===== src/rtl/core/sip24_pkg.sv =====
// SipHash-2-4 shared types, constants and half-round functions.
// No dependencies; used by every module of the hash core.
package sip24_pkg;

    localparam logic [63:0] SIP_C0    = 64'h736f6d6570736575;
    localparam logic [63:0] SIP_C1    = 64'h646f72616e646f6d;
    localparam logic [63:0] SIP_C2    = 64'h6c7967656e657261;
    localparam logic [63:0] SIP_C3    = 64'h7465646279746573;
    localparam logic [7:0]  MSG_LEN   = 8'd12;
    localparam logic [63:0] FINAL_XOR = 64'h00000000000000ff;

    localparam int WORD_W  = 32;
    localparam int HASH_W  = 64;
    localparam int TDATA_W = 3 * WORD_W;
    localparam int KEY_W   = 64;

    // Configuration register indexes
    localparam logic REG_KEY_LOW  = 1'b0;
    localparam logic REG_KEY_HIGH = 1'b1;

    typedef struct packed {
        logic [63:0] v3;
        logic [63:0] v2;
        logic [63:0] v1;
        logic [63:0] v0;
    } sip24_state_t;

    // The two 64-bit message words of the 12-byte message
    typedef struct packed {
        logic [63:0] last;
        logic [63:0] block;
    } sip24_msg_t;

    function automatic logic [63:0] rotl64(input logic [63:0] x, input int unsigned s);
        rotl64 = (x << s) | (x >> (64 - s));
    endfunction

    // First half of SipRound: one add on each pair
    function automatic sip24_state_t half_a(input sip24_state_t v);
        sip24_state_t r;
        r    = v;
        r.v0 = v.v0 + v.v1;
        r.v1 = rotl64(v.v1, 13) ^ r.v0;
        r.v0 = rotl64(r.v0, 32);
        r.v2 = v.v2 + v.v3;
        r.v3 = rotl64(v.v3, 16) ^ r.v2;
        return r;
    endfunction

    // Second half of SipRound
    function automatic sip24_state_t half_b(input sip24_state_t v);
        sip24_state_t r;
        r    = v;
        r.v0 = v.v0 + v.v3;
        r.v3 = rotl64(v.v3, 21) ^ r.v0;
        r.v2 = v.v2 + v.v1;
        r.v1 = rotl64(v.v1, 17) ^ r.v2;
        r.v2 = rotl64(r.v2, 32);
        return r;
    endfunction

endpackage


===== src/rtl/core/sip24_queue.sv =====
// Short queue between the input side and the round pipeline.
// Depends on sip24_pkg.
module sip24_queue #(
    parameter int ADDR_W = 2
) (
    input  logic                  aclk,
    input  logic                  aresetn,
    input  logic                  in_valid,
    output logic                  in_ready,
    input  sip24_pkg::sip24_msg_t in_msg,
    output logic                  out_valid,
    input  logic                  out_ready,
    output sip24_pkg::sip24_msg_t out_msg
);

    localparam int DEPTH = 1 << ADDR_W;

    sip24_pkg::sip24_msg_t mem [DEPTH];
    logic [ADDR_W-1:0] wr_ptr_reg, wr_ptr_next;
    logic [ADDR_W-1:0] rd_ptr_reg, rd_ptr_next;
    logic [ADDR_W:0]   count_reg, count_next;
    logic              push, pop;

    assign in_ready  = (count_reg != DEPTH[ADDR_W:0]);
    assign out_valid = (count_reg != '0);
    assign push      = in_valid && in_ready;
    assign pop       = out_valid && out_ready;
    assign out_msg   = mem[rd_ptr_reg];

    always_comb begin
        wr_ptr_next = push ? wr_ptr_reg + 1'b1 : wr_ptr_reg;
        rd_ptr_next = pop ? rd_ptr_reg + 1'b1 : rd_ptr_reg;
        count_next  = count_reg;
        if (push && !pop) begin
            count_next = count_reg + 1'b1;
        end else if (pop && !push) begin
            count_next = count_reg - 1'b1;
        end
    end

    always_ff @(posedge aclk) begin
        if (!aresetn) begin
            wr_ptr_reg <= '0;
            rd_ptr_reg <= '0;
            count_reg  <= '0;
        end else begin
            wr_ptr_reg <= wr_ptr_next;
            rd_ptr_reg <= rd_ptr_next;
            count_reg  <= count_next;
        end
    end

    always_ff @(posedge aclk) begin
        if (push) begin
            mem[wr_ptr_reg] <= in_msg;
        end
    end

endmodule


===== config.mk =====
export PLATFORM = sky130hd
export DESIGN_NAME = sip24_queue
export DESIGN_NICKNAME = d
export VERILOG_FILES = /design/src/rtl/core/sip24_pkg.sv /design/src/rtl/core/sip24_queue.sv
export SDC_FILE = /design/constraint.sdc
export NUM_CORES = 1
export LEC_CHECK = 0
export BUFFER_PORTS_ARGS = -buffer_cell sky130_fd_sc_hd__buf_2
export CAP_MARGIN = 15
export CORE_MARGIN = 5
export CORE_UTILIZATION = 30
export DETAILED_ROUTE_END_ITERATION = 6
export PLACE_DENSITY = 0.5
export SETUP_SLACK_MARGIN = 0.4
export SLEW_MARGIN = 20
export SYNTH_ARGS = -nofsm -noshare
export SYNTH_HDL_FRONTEND = slang
export SYNTH_SLANG_ARGS = --single-unit

===== constraint.sdc =====
create_clock -name aclk -period 12.98 [get_ports aclk]
set_input_delay 1.298 -clock aclk [delete_from_list [all_inputs] [get_ports aclk]]
set_output_delay 1.298 -clock aclk [all_outputs]
set_load 0.05 [all_outputs]

* After elaboration in Yosys (flattened, before gate mapping)
Memory sizes are Yosys's and may differ from the RTL's. A register that Yosys moved wholly into a read port is not among the register bits.
Index checks and enable logic that the tools add are counted.
** Word-level totals
- Flip-flop bits (word level) :: 7
- Bits in latches :: 0
- Memory bits (writable) :: 512
- ROM bits :: 0
- Logic and storage cells :: 23
- Memories :: 1
** Operators by class
- $add $sub $neg :: 4
- $mul :: 0
- Divide/modulo/power cells :: 0
- Order comparisons :: 0
- Equal/unequal tests :: 1
- Shift operators :: 0
- Multiplexer cells :: 6
- Bitwise logic cells :: 0
- Reduce and logical (&&, ||, !) cells :: 8
** Memories
- mem :: words 4, width 128, read ports 1, clocked after Yosys merged registers in 1, write ports 1, line sip24_queue.sv:18 : sip24_pkg::sip24_msg_t mem [DEPTH];
** Operator list (number)
- $mux W3 :: 2
- $add A2 B1 Y2 const B :: 2
- $logic_and A1 B1 Y1 :: 4
- $mux W2 :: 2
- $add A3 B1 Y3 const B :: 1
- $ne A3 B3 Y1 const B :: 1
- $reduce_bool A3 Y1 :: 1
- $sub A3 B1 Y3 const B :: 1
- $logic_not A1 Y1 :: 2
- $mux W1 :: 2
- $reduce_bool A2 Y1 :: 1

* Logic depth before layout (Yosys ltp)
- Depth after elaboration :: 6
- Mapped depth :: 8

* Worst setup path after synthesis
Ideal clock, no wire load.
- Path type :: input to register
- From :: input in_valid
- To :: memory mem[0][0] (netlist bit), enable pin
- Setup time :: 0.502 ns
- Data arrival time :: 4.560 ns
- Required time :: 12.478 ns
- Slack :: 7.918 ns
- Stages :: 2
- Buffers on the path :: 0
- Cell sequence :: a21boi_2 and2_1
** Between the ends
- Longest elaborated chain between the ends :: 3
** Ends and longest elaborated chain
- from (decl) :: line sip24_queue.sv:8 : input logic in_valid,
- $logic_and A1 B1 Y1 :: line sip24_queue.sv:26 : assign push = in_valid && in_ready;
- $mux W1 :: line sip24_queue.sv:54 : if (push) begin
- $mux W1 (not written as such) :: line sip24_queue.sv:55 : mem[wr_ptr_reg] <= in_msg;
- to (decl) :: line sip24_queue.sv:18
Every way passes these cells.

==> qor.csv <==
metric,value,unit
min_period,4.81,ns
crit_path_max_incr_delay,0.87,ns
path_common_cell,buf_4,
post_cts_resized,0,
dp_hpwl,23.2,mm
multi_input_area,3180,µm²
fmax,208,MHz
hold_viol,0,
synth_area_leader_cell,edfxtp_1,
clk_latency,0.60,ns
drive_above_1_share,46.0,%
port-buffer-count,261,
syn_inst,716,
ir_drop,0.000144,V
highest_layer,met5,
grt_pass1_vias,9255,
grt_max_degree,106,
post_synth.cell_area_avg,26.6,µm²
p_per_area,227,nW/µm²
status,completed,
tns,0,ns
min_path_type,register to register,
drt_iter0_markers,462,
drc,0,
cp_slowest_cell,buf_4,
ant_nets,0,
syn-cell-area,19100,µm²
dieArea,68600,µm²
grtUsageTotal,11.6,%
synth_area_leaders,"edfxtp_1 (81%), mux4_2 (15%), buf_12 (1.1%), dfxtp_1 (0.95%), buf_2 (0.34%)",
max_slew.worst_pin.slew,1.04,ns
whs,0.512,ns
nets,1155,
seqCellArea,15600,µm²
skew,0.0160,ns
postCtsSetupRepairBufs,0,
root_buffer,clkbuf_16,
wl_per_cell,21.3,µm
critPathCaptureType,output port,
synth.distinct_cells,23,
worstPathRequired,11.68,ns
syn_nets,854,
dr.pass1.iters,4,
synth_top_area_share,80.7,%
dr_wl_met3,3.85,mm
rows,92,
num_vias,8488,
slew_headroom,30.6,%
fillers,5818,
yosysMostFrequentCell,edfxtp_1,
clk_pin_slew,0.06,ns
largest_reg_flops,512,
ff2ff_setup_slack,10.13,ns
initial_utilization,30.3,%
p_leak,7.53,nW
worstPathMaxFanout,64,
clkSinkCount,521,
die_w,262,µm
h-tree-depth,2,
crit_chain,buf_4 > buf_4 > mux4_2 > buf_2,
dpl.cell_count,1805,
die_y,262,µm
cts_buffer_depth,3,
ys_ff_latch,521,
p_total,5.22,mW
grt-ovfl-total,0,
yosysWarningCount,0,
cp.arrival,3.51,ns
synthFlopType,edfxtp_1,
fin_crit_sh,37.1,%
cts_buffers,56,
grt_pass1_wl,59.2,mm
viasPerCell,4.44,
num_io_pins,262,
synth_common_cells,"edfxtp_1 (512), mux4_2 (128), buf_2 (13)",
async_flop_share,0,%
finalSetupViolCount,0,
max_cap_violations,0,
wl_met1,16.4,mm
wl_met2,19.7,mm
rsz0062_at_grt,false,
worstSetupPathType,register to output port,
finalNonFillerCells,1912,
worst_setup_path_start_kind,register,
cts_tree,done,
gp_congestion,0.663,
areaGrowthSynthToFinish,20.6,%
routed_wl,40.8,mm
fp.coreArea,63000,µm²
antenna_found_initial,12,
synth-edff-count,512,
ys_seq_area_share,81.6,%
cts_hold_buf,0,
drv_slew,0,
==> report_power, final <==
part	total, mW	switching [mW]	internal (mW)
registers	2.11	0.0659	2.04
clock network	1.52	0.636	0.881
logic	1.60	1.13	0.469
==> cell usage in the layout, fill, tap and decap left out, types with 2 or more instances in the layout <==
cell	n
nand2_1	5
mux2i_1	3
diode_2	5
dfxtp_4	2
and2_1	4
edfxtp_1	512
clkinv_4	4
inv_6	2
clkbuf_16	57
and2_4	4
dfxtp_1	7
buf_4	10
buf_2	261
or3_1	2
bufinv_16	4
clkinv_1	11
clkbuf_1	11
clkinv_2	12
inv_1	3
xnor2_1	3
ha_1	5
mux4_2	128
==> per-stage QoR <==
stage | setup slack, ns | utilization (%) | area, µm²
4_1_cts | 7.98 | 36.5 | 23000
3_5_place_dp | 8.65 | 33.7 | 21200
5_1_grt | 7.86 | 36.5 | 23000
6_report | 8.17 | 36.5 | 23000
2_1_floorplan | 7.92 | - | 19100
3_3_place_gp | 8.66 | 33.7 | 21200
==> critical path, delay by kind of cell, from the launching register on <==
family,cells,cell delay [ns]
flip-flops,1,0.63
multiplexers,1,0.38
buffers and inverters,3,1.76
==> cell type report <==
class / count / share of cell area [%]
clock inverter: 34 / 1.23
timing repair buffer: 272 / 6.10
inverter: 3 / 0.0490
antenna: 5 / 0.0545
multi-input combinational: 163 / 13.8
clock buffer: 68 / 6.39
tap: 846 / 4.61
sequential: 521 / 67.7
==> metal layers <==
layer / vias up / track usage, %
met4: 14 / 2.99
li1: 3707 / -
met5: - / 0
met3: 75 / 4.97
met1: 4448 / 14.2
met2: 244 / 19.0
==> cell families after synthesis <==
kind of cell	share of synthesized area (%)
adders and majority gates	0.433
buffers and inverters	1.73
AOI/OAI and AO/OA	0.236
muxes	15.3
DFF	81.6
xor gates and xnor gates	0.184
and+or+nand+nor	0.479
==> path summary, 6_finish.rpt <==
path	from	end	cells after the start
setup reg to reg	count_reg[0]	mem[2][31]	4
hold reg to reg	wr_ptr_reg[1]	wr_ptr_reg[1]	2
hold / removal	wr_ptr_reg[1]	wr_ptr_reg[1]	2
setup / recovery	register	out_msg[66]	4
Power figures use the tool's default switching activity.
