<file path="src/rtl/core/sip24_pkg.sv">
// SipHash-2-4 shared types, constants and half-round functions.
// No dependencies; used by every module of the hash core.
package sip24_pkg;

    localparam logic [63:0] SIP_C0    = 64'h736f6d6570736575;
    localparam logic [63:0] SIP_C1    = 64'h646f72616e646f6d;
    localparam logic [63:0] SIP_C2    = 64'h6c7967656e657261;
    localparam logic [63:0] SIP_C3    = 64'h7465646279746573;
    localparam logic [7:0]  MSG_LEN   = 8'd12;
    localparam logic [63:0] FINAL_XOR = 64'h00000000000000ff;

    localparam int WORD_W  = 32;
    localparam int HASH_W  = 64;
    localparam int TDATA_W = 3 * WORD_W;
    localparam int KEY_W   = 64;

    // Configuration register indexes
    localparam logic REG_KEY_LOW  = 1'b0;
    localparam logic REG_KEY_HIGH = 1'b1;

    typedef struct packed {
        logic [63:0] v3;
        logic [63:0] v2;
        logic [63:0] v1;
        logic [63:0] v0;
    } sip24_state_t;

    // The two 64-bit message words of the 12-byte message
    typedef struct packed {
        logic [63:0] last;
        logic [63:0] block;
    } sip24_msg_t;

    function automatic logic [63:0] rotl64(input logic [63:0] x, input int unsigned s);
        rotl64 = (x << s) | (x >> (64 - s));
    endfunction

    // First half of SipRound: one add on each pair
    function automatic sip24_state_t half_a(input sip24_state_t v);
        sip24_state_t r;
        r    = v;
        r.v0 = v.v0 + v.v1;
        r.v1 = rotl64(v.v1, 13) ^ r.v0;
        r.v0 = rotl64(r.v0, 32);
        r.v2 = v.v2 + v.v3;
        r.v3 = rotl64(v.v3, 16) ^ r.v2;
        return r;
    endfunction

    // Second half of SipRound
    function automatic sip24_state_t half_b(input sip24_state_t v);
        sip24_state_t r;
        r    = v;
        r.v0 = v.v0 + v.v3;
        r.v3 = rotl64(v.v3, 21) ^ r.v0;
        r.v2 = v.v2 + v.v1;
        r.v1 = rotl64(v.v1, 17) ^ r.v2;
        r.v2 = rotl64(r.v2, 32);
        return r;
    endfunction

endpackage

</file>
<file path="src/rtl/core/sip24_front.sv">
// Input side of the hash core: takes a transfer and forms the message words.
// Depends on sip24_pkg.
module sip24_front (
    input  logic                          aclk,
    input  logic                          aresetn,
    input  logic                          s_tvalid,
    output logic                          s_tready,
    input  logic [sip24_pkg::TDATA_W-1:0] s_tdata,   // word_a, word_b, word_c
    output logic                          q_valid,
    input  logic                          q_ready,
    output sip24_pkg::sip24_msg_t         q_msg
);

    logic                  valid_reg, valid_next;
    sip24_pkg::sip24_msg_t msg_reg, msg_next;
    logic                  take;

    assign s_tready = !valid_reg || q_ready;
    assign take     = s_tvalid && s_tready;

    always_comb begin
        valid_next = valid_reg;
        if (s_tready) begin
            valid_next = s_tvalid;
        end
        msg_next.block = s_tdata[63:0];
        // length in the top byte, tail bytes at the bottom
        msg_next.last  = {sip24_pkg::MSG_LEN, 24'h000000, s_tdata[95:64]};
    end

    always_ff @(posedge aclk) begin
        if (!aresetn) begin
            valid_reg <= 1'b0;
        end else begin
            valid_reg <= valid_next;
        end
    end

    always_ff @(posedge aclk) begin
        if (take) begin
            msg_reg <= msg_next;
        end
    end

    assign q_valid = valid_reg;
    assign q_msg   = msg_reg;

endmodule

</file>
<file path="config.mk">
export PLATFORM = sky130hd
export DESIGN_NAME = sip24_front
export DESIGN_NICKNAME = d
export VERILOG_FILES = /design/src/rtl/core/sip24_pkg.sv /design/src/rtl/core/sip24_front.sv
export SDC_FILE = /design/constraint.sdc
export NUM_CORES = 1
export LEC_CHECK = 0
export BUFFER_PORTS_ARGS = -buffer_cell sky130_fd_sc_hd__buf_2
export CORE_AREA = 2 2 98 100
export DETAILED_ROUTE_END_ITERATION = 8
export DIE_AREA = 0 0 100 102
export GPL_TIMING_DRIVEN = 0
export PLACE_DENSITY = 0.79
export REMOVE_ABC_BUFFERS = 1
export SYNTH_ARGS = -nofsm -noshare
export SYNTH_HDL_FRONTEND = slang
export SYNTH_SLANG_ARGS = --single-unit
</file>
<file path="constraint.sdc">
create_clock -name aclk -period 1.5 [get_ports aclk]
set_input_delay 0.15 -clock aclk [delete_from_list [all_inputs] [get_ports aclk]]
set_output_delay 0.15 -clock aclk [all_outputs]
set_load 0.01 [all_outputs]
</file>
* Word-level counts from Yosys, hierarchy flattened *
Index checks and enable logic that the tools add are counted.

operators by class
  reduce and logical (&&, ||, !) cells = 3

operator list
  operator           count
  1-bit logical AND  1
  1-bit zero test    1
  1-bit logical OR   1

word-level totals
  flip-flop bits (word level) = 97
  logic and storage cells = 6

* Longest topological paths before layout *
Gate-level depths: netlist (run 1).

  depth after elaboration = 3
  depth in mapped cells = 2
  gate-level depth less buffers = 2

* Worst setup path before layout (run 1) *
Ideal clock, no wire load.

  kind = register to register
  start point = reg valid_reg (netlist: q_valid)
  end point = reg msg_reg, in the netlist q_msg[0], enable pin
  library setup time = 388 ps
  arrival time = 1,212 ps
  data required time = 1,112 ps
  slack = -100 ps
  stages on the path, launching flop included = 3
  period minus slack after synthesis = 1,600 ps
  cells stage by stage = dfxtp_1 > nand2b_4 > and2_4

on the way
  word-level cells in the longest chain between the ends = 3

RTL lines
  item                      RTL line           source
  start: declaration        sip24_front.sv:14  logic valid_reg, valid_next;
  start signal: assignment  sip24_front.sv:35  valid_reg <= valid_next;
  1-bit zero test           sip24_front.sv:18  assign s_tready = !valid_reg || q_ready;
  1-bit logical OR          sip24_front.sv:18
  named net s_tready        sip24_front.sv:7   output logic s_tready,
  1-bit logical AND         sip24_front.sv:19  assign take = s_tvalid && s_tready;
  named net take            sip24_front.sv:16  logic take;
  end signal: assignment    sip24_front.sv:41  msg_reg <= msg_next;
  end: declaration          sip24_front.sv:15  sip24_pkg::sip24_msg_t msg_reg, msg_next;

The timed path passes the listed nets, and every way through them passes these cells.
A chain may end at the register's enable or synchronous reset.

* Worst setup path after layout (run 1) *
  start point = reg valid_reg (netlist: q_valid)
  end point = reg msg_reg, in the netlist q_msg[35], enable pin

on the way
  word-level cells in the longest chain between the ends = 3

RTL lines
  item               RTL line
  1-bit zero test    sip24_front.sv:18
  1-bit logical OR   sip24_front.sv:18
  1-bit logical AND  sip24_front.sv:19
  named net take     sip24_front.sv:16

The timed path passes the listed nets, and every way through them passes these cells.

==> flow_summary.yaml, run 1 <==
global_routing:
  grt_max_degree: 49
  grt-ovfl-total: 0
  grt_pass1_vias: 2415
  gr-usage-all-layers_pct: 16.5
  antenna_found_initial: 0
  grt_pass1_wl_microns: 12300
yosys:
  synth.avg_cell_area_sq_um: 23.6
  ys_seq_area_share_pct: 91.1
  ys_types: 8
  syn_inst: 135
  synth_top_area_share_pct: 90.4
  ys_ff_latch: 97
  synth_warnings: 0
  synth_area_sq_um: 3190
  synth_area_leaders: "edfxtp_1 90%, buf_4 7.5%, dfxtp_1 0.63%"
  synth_top_cell_by_area: "edfxtp_1"
critical_path:
  setup.worst_path.end_class: "flip-flop"
  path_cells: "nand2b_4, and2_4"
  critPathRequiredTime_ns: 1.49
  critPathLaunchType: "flip-flop"
  crit_arrival_ns: 1.39
  criticalPathCategory: "flip-flop to flip-flop"
  crit_fanout: 48
  cp_slowest_cell: "and2_4"
  critPathMaxStageDelay_ns: 0.56
sta:
  period_needed_ns: 1.40
  tightest_slew_ns: 0.655
  rsz0062_at_grt: "false"
  fmax_mhz: 715
  tns_ns: 0
  min_period_over_period_pct: 93.3
  fin_worst_skew_ns: 0.00840
  drv_slew: 0
  relSlewSlack_pct: 56.4
  hold_violations: 0
  setup_ws_ns: 0.101
  setup_viol: 0
placement:
  dpl_cell_area_sq_um: 4190
  place_hpwl_microns: 5090
  place_congestion: 0.654
  portBuffers: 197
  dp_worst_setup_slack_ns: -0.315
layout:
  final_nets: 538
  multiInputGateArea_sq_um: 163
  drive_gt1_share_pct: 49.0
  syn2layout_area_growth_pct: 67.6
  final_common_cell: "buf_2"
  final_cell_mix: "197 x buf_2, 96 x dlygate4sd3_1, 96 x edfxtp_1, 32 x conb_1, 9 x clkbuf_8"
  fin_area_sq_um: 5340
  n_antenna_cell: 0
  fillers: 693
  register_area_sq_um: 2900
cts:
  htreeDepth: 3
  cts_buffers: 9
  cts_tree: "built"
  clk_pin_slew_ns: 0.10
  clock_path_buffers: 2
  cts_setup_buffers: 0
  clock_latency_ns: 0.35
  cts_root_buf: "clkbuf_8"
  clock-sinks: 97
floorplanning:
  initial_core_util_pct: 35.0
  core_sq_um: 9110
  fp-row-count: 35
  num_io_pins: 230
  die_h_microns: 102
  die_x_microns: 100
  fp.dieArea_sq_um: 10200
power_and_ir_drop:
  p_leak_nw: 2.33
  p_int_mw: 4.16
  clockPowerShare_pct: 29.0
  ir_drop_v: 0.000455
  power_frac_comb_pct: 12.5
  power_frac_seq_pct: 58.4
  power_density_nw_per_um2: 1030
  finalPower_mw: 5.49
  p_switching_mw: 1.33
  p_sw_share_pct: 24.3
run:
  cap_violations: 0
route:
  wl_per_cell_microns: 16.2
  vias_per_cell: 4.17
  drt-initial-drc-count: 52
  first_pass_iters: 4
  wl_microns: 8950
  vias: 2308
  route.detailed.drc: 0
  ant_nets: 0
worst_hold_path:
  hold_path_class: "primary input to flip-flop"
status:
  status: "finished, final reports clean"
## per-stage QoR
stage,instances,hold WS [ns],utilization (%)
2_1_floorplan,133,0.249,-
4_1_cts,554,0.00354,58.7
5_1_grt,554,0.0117,58.7
3_3_place_gp,441,0.327,45.9
3_5_place_dp,441,0.328,45.9
6_report,554,0.0225,58.7
## repair_timing
action / in CTS / in global routing
cloned: 1 / 0
pin swaps: 1 / 0
gates resized for setup: 1 / 1
endpoints found under the hold margin: 96 / 0
setup endpoints to repair: 96 / 7
hold buffers: 96 / 0
## cells by family after synthesis
logic type,Yosys count,synth area share [%]
buffers and inverters,33,7.65
and+or+nand+nor,2,0.706
other,2,0.236
AOI/OAI and AO/OA,1,0.353
DFF,97,91.1
## routing by layer
layer | GRT usage [%] | routed length, microns | share of wire [%] | vias up
met1 | 16.0 | 3040 | 34 | 1102
li1 | - | - | - | 1052
met5 | 0 | 0 | 0 | -
met3 | 4.45 | 699 | 7.8 | 16
met2 | 32.1 | 5010 | 56 | 138
met4 | 8.01 | 210 | 2.3 | 0
## power groups by stage
stage	registers, mW	clock network [mW]	logic, mW
after floorplan	3.36	0	0.0893
after global placement	3.26	0	0.456
after detailed placement	3.27	0	0.474
after CTS	3.21	1.66	0.678
after global routing	3.22	1.75	0.738
final	3.21	1.59	0.688
## worst max-delay path, delay by kind of cell (launching register included)
kind	cells	cell delay (ns)
DFF	1	0.35
and+or+nand+nor	2	0.65
## registers in the layout, indices dropped and copies added (netlist names)
signal   flops
q_msg       96
q_valid      1
## cell type report
| type | count | area share [%] |
|---|---|---|
| inverters | 1 | 0.0702 |
| well taps | 111 | 2.60 |
| clock inverters | 7 | 1.19 |
| flip-flops and latches | 97 | 54.3 |
| multi-input cells | 36 | 3.04 |
| clock buffers | 9 | 2.32 |
| repair buffers | 293 | 36.4 |
## final timing paths
check        startpoint        end  slack [ns]  depth (start not counted)
max             q_valid  q_msg[35]        0.10                          2
min             aresetn    q_valid        0.02                          2
max reg2reg     q_valid  q_msg[35]        0.10                          2
min reg2reg     q_valid    q_valid        0.52                          2
## synth_stat cells
cell type,count
conb_1,2
and2_4,1
dfxtp_1,1
inv_1,1
edfxtp_1,96
buf_4,32
a21boi_2,1
nand2b_4,1
(Power assumes the default switching activity.)
==> inputs of run 2 (changes only) <==
- PLACE_DENSITY: 0.79 -> 0.74
==> flow_summary.yaml, run 2 (synthesized netlist as in run 1, its figures left out) <==
global_routing:
  grt-ovfl-total: 0
  met2_usage_pct: 28.3
  grt_pass1_vias: 2402
  top_usage_layer: "met2"
  antenna_found_initial: 0
  gr-usage-met3_pct: 6.77
  gr-usage-all-layers_pct: 15.5
  use_met1_pct: 16.0
  grt_max_degree: 49
  grt_pass1_wl_microns: 11800
critical_path:
  r2r_setup_slack_ns: 0.08
  crit_arrival_ns: 1.40
  criticalPathCategory: "flip-flop to flip-flop"
  critPathLaunchType: "flip-flop"
  crit_fanout: 48
  critPathRequiredTime_ns: 1.48
  setup.worst_path.end_class: "flip-flop"
route:
  drt-initial-drc-count: 40
  route.detailed.drc: 0
  wl_per_cell_microns: 15.0
  vias: 2266
  ant_nets: 0
  wl_microns: 8310
  vias_per_cell: 4.09
  first_pass_iters: 4
sta:
  rsz0062_at_grt: "false"
  period_needed_ns: 1.42
  fin_worst_skew_ns: 0.0136
  setup_viol: 0
  relSlewSlack_pct: 56.8
  timing.hold.ws_ns: 0.0397
  drv_slew: 0
  fmax_mhz: 706
  min_period_over_period_pct: 94.4
  hold_violations: 0
  tightest_slew_ns: 0.648
power_and_ir_drop:
  p_switching_mw: 1.29
  power_frac_seq_pct: 57.0
  power_density_nw_per_um2: 1050
  p_leak_nw: 2.35
  ir_drop_v: 0.000594
  p_int_mw: 4.33
  power_frac_comb_pct: 12.1
  p_sw_share_pct: 23.0
  clockPowerShare_pct: 30.9
layout:
  final_nets: 538
  largest_reg_flops: 96
  final_cell_mix: "197 x buf_2, 96 x dlygate4sd3_1, 96 x edfxtp_1, 32 x conb_1, 9 x clkbuf_8"
  n_antenna_cell: 0
  fillers: 711
  drive_gt1_share_pct: 49.0
  syn2layout_area_growth_pct: 68.2
  final_common_cell: "buf_2"
  fin_util_pct: 58.9
status:
  status: "finished, final reports clean"
cts:
  clock_latency_ns: 0.35
  clk_pin_slew_ns: 0.09
  cts_buffers: 9
  clock_path_buffers: 2
  cts_tree: "built"
  htreeDepth: 3
  clock-sinks: 97
  cts_root_buf: "clkbuf_8"
placement:
  place_congestion: 0.668
  portBuffers: 197
  place_hpwl_microns: 4980
worst_hold_path:
  hold_path_class: "primary input to flip-flop"
floorplanning:
  num_io_pins: 230
  die_x_microns: 100
  die_h_microns: 102
  initial_core_util_pct: 35.0
  fp.dieArea_sq_um: 10200
  fp-row-count: 35
  core_sq_um: 9110
run:
  cap_violations: 0
[run 2: cell count changes in the layout (fill, tap and decap cells not counted), sizes merged]
cell,delta
inv,+1
bufinv,+1
clkinvlp,-2
[run 2: worst paths after layout]
path            from        end  depth (start not counted)
max          q_valid  q_msg[16]                          2
min          aresetn    q_valid                          2
max reg2reg  q_valid  q_msg[16]                          2
min reg2reg  q_valid    q_valid                          2
[run 2: worst max-delay path: stages, from the launching register on]
cell      delay, ns
dfxtp_1        0.35
nand2b_4       0.11
and2_4         0.55
[run 2: final cells by class]
type                       instances  area (sq um)  area share (%)
tap                              111           139            2.59
clock inverter                     7          83.8            1.56
clock buffer                       9           124            2.31
sequential                        97          2900            54.1
multi-input combinational         36           163            3.03
timing repair buffer             293          1950            36.3
inverter                           1          3.75          0.0700
[run 2: stage by stage]
stage / area (sq um) / std cells / total power, mW / setup TNS [ns] / worst slack (ns)
6_report: 5360 / 554 / 5.62 / 0 / 0.0844
5_1_grt: 5360 / 554 / 5.86 / 0 / 0.0190
3_3_place_gp: 4190 / 441 / 3.72 / -23.49 / -0.250
3_5_place_dp: 4190 / 441 / 3.74 / -30.01 / -0.318
4_1_cts: 5360 / 554 / 5.69 / 0 / 0.0622
2_1_floorplan: 3060 / 133 / 3.45 / -9.59 / -0.0999
[run 2: power groups by stage]
stage / clock network [mW] / logic, mW / registers, mW
final: 1.74 / 0.682 / 3.20
after global routing: 1.91 / 0.734 / 3.22
after CTS: 1.81 / 0.677 / 3.21
after detailed placement: 0 / 0.471 / 3.27
after global placement: 0 / 0.459 / 3.26
after floorplan: 0 / 0.0893 / 3.36
[run 2: timing repair]
action / CTS / global route
hold endpoints to repair: 96 / 0
gates resized for setup: 1 / 0
endpoints found under the setup margin: 96 / 0
hold buffers: 96 / 0
setup buffers: 0 / 0
[run 2: per-layer routing]
metal  up-vias  routed length (microns)
met2       153                     4430
met4         0                      133
met5         -                        0
met1      1054                     2890
li1       1047                        -
met3        12                      850
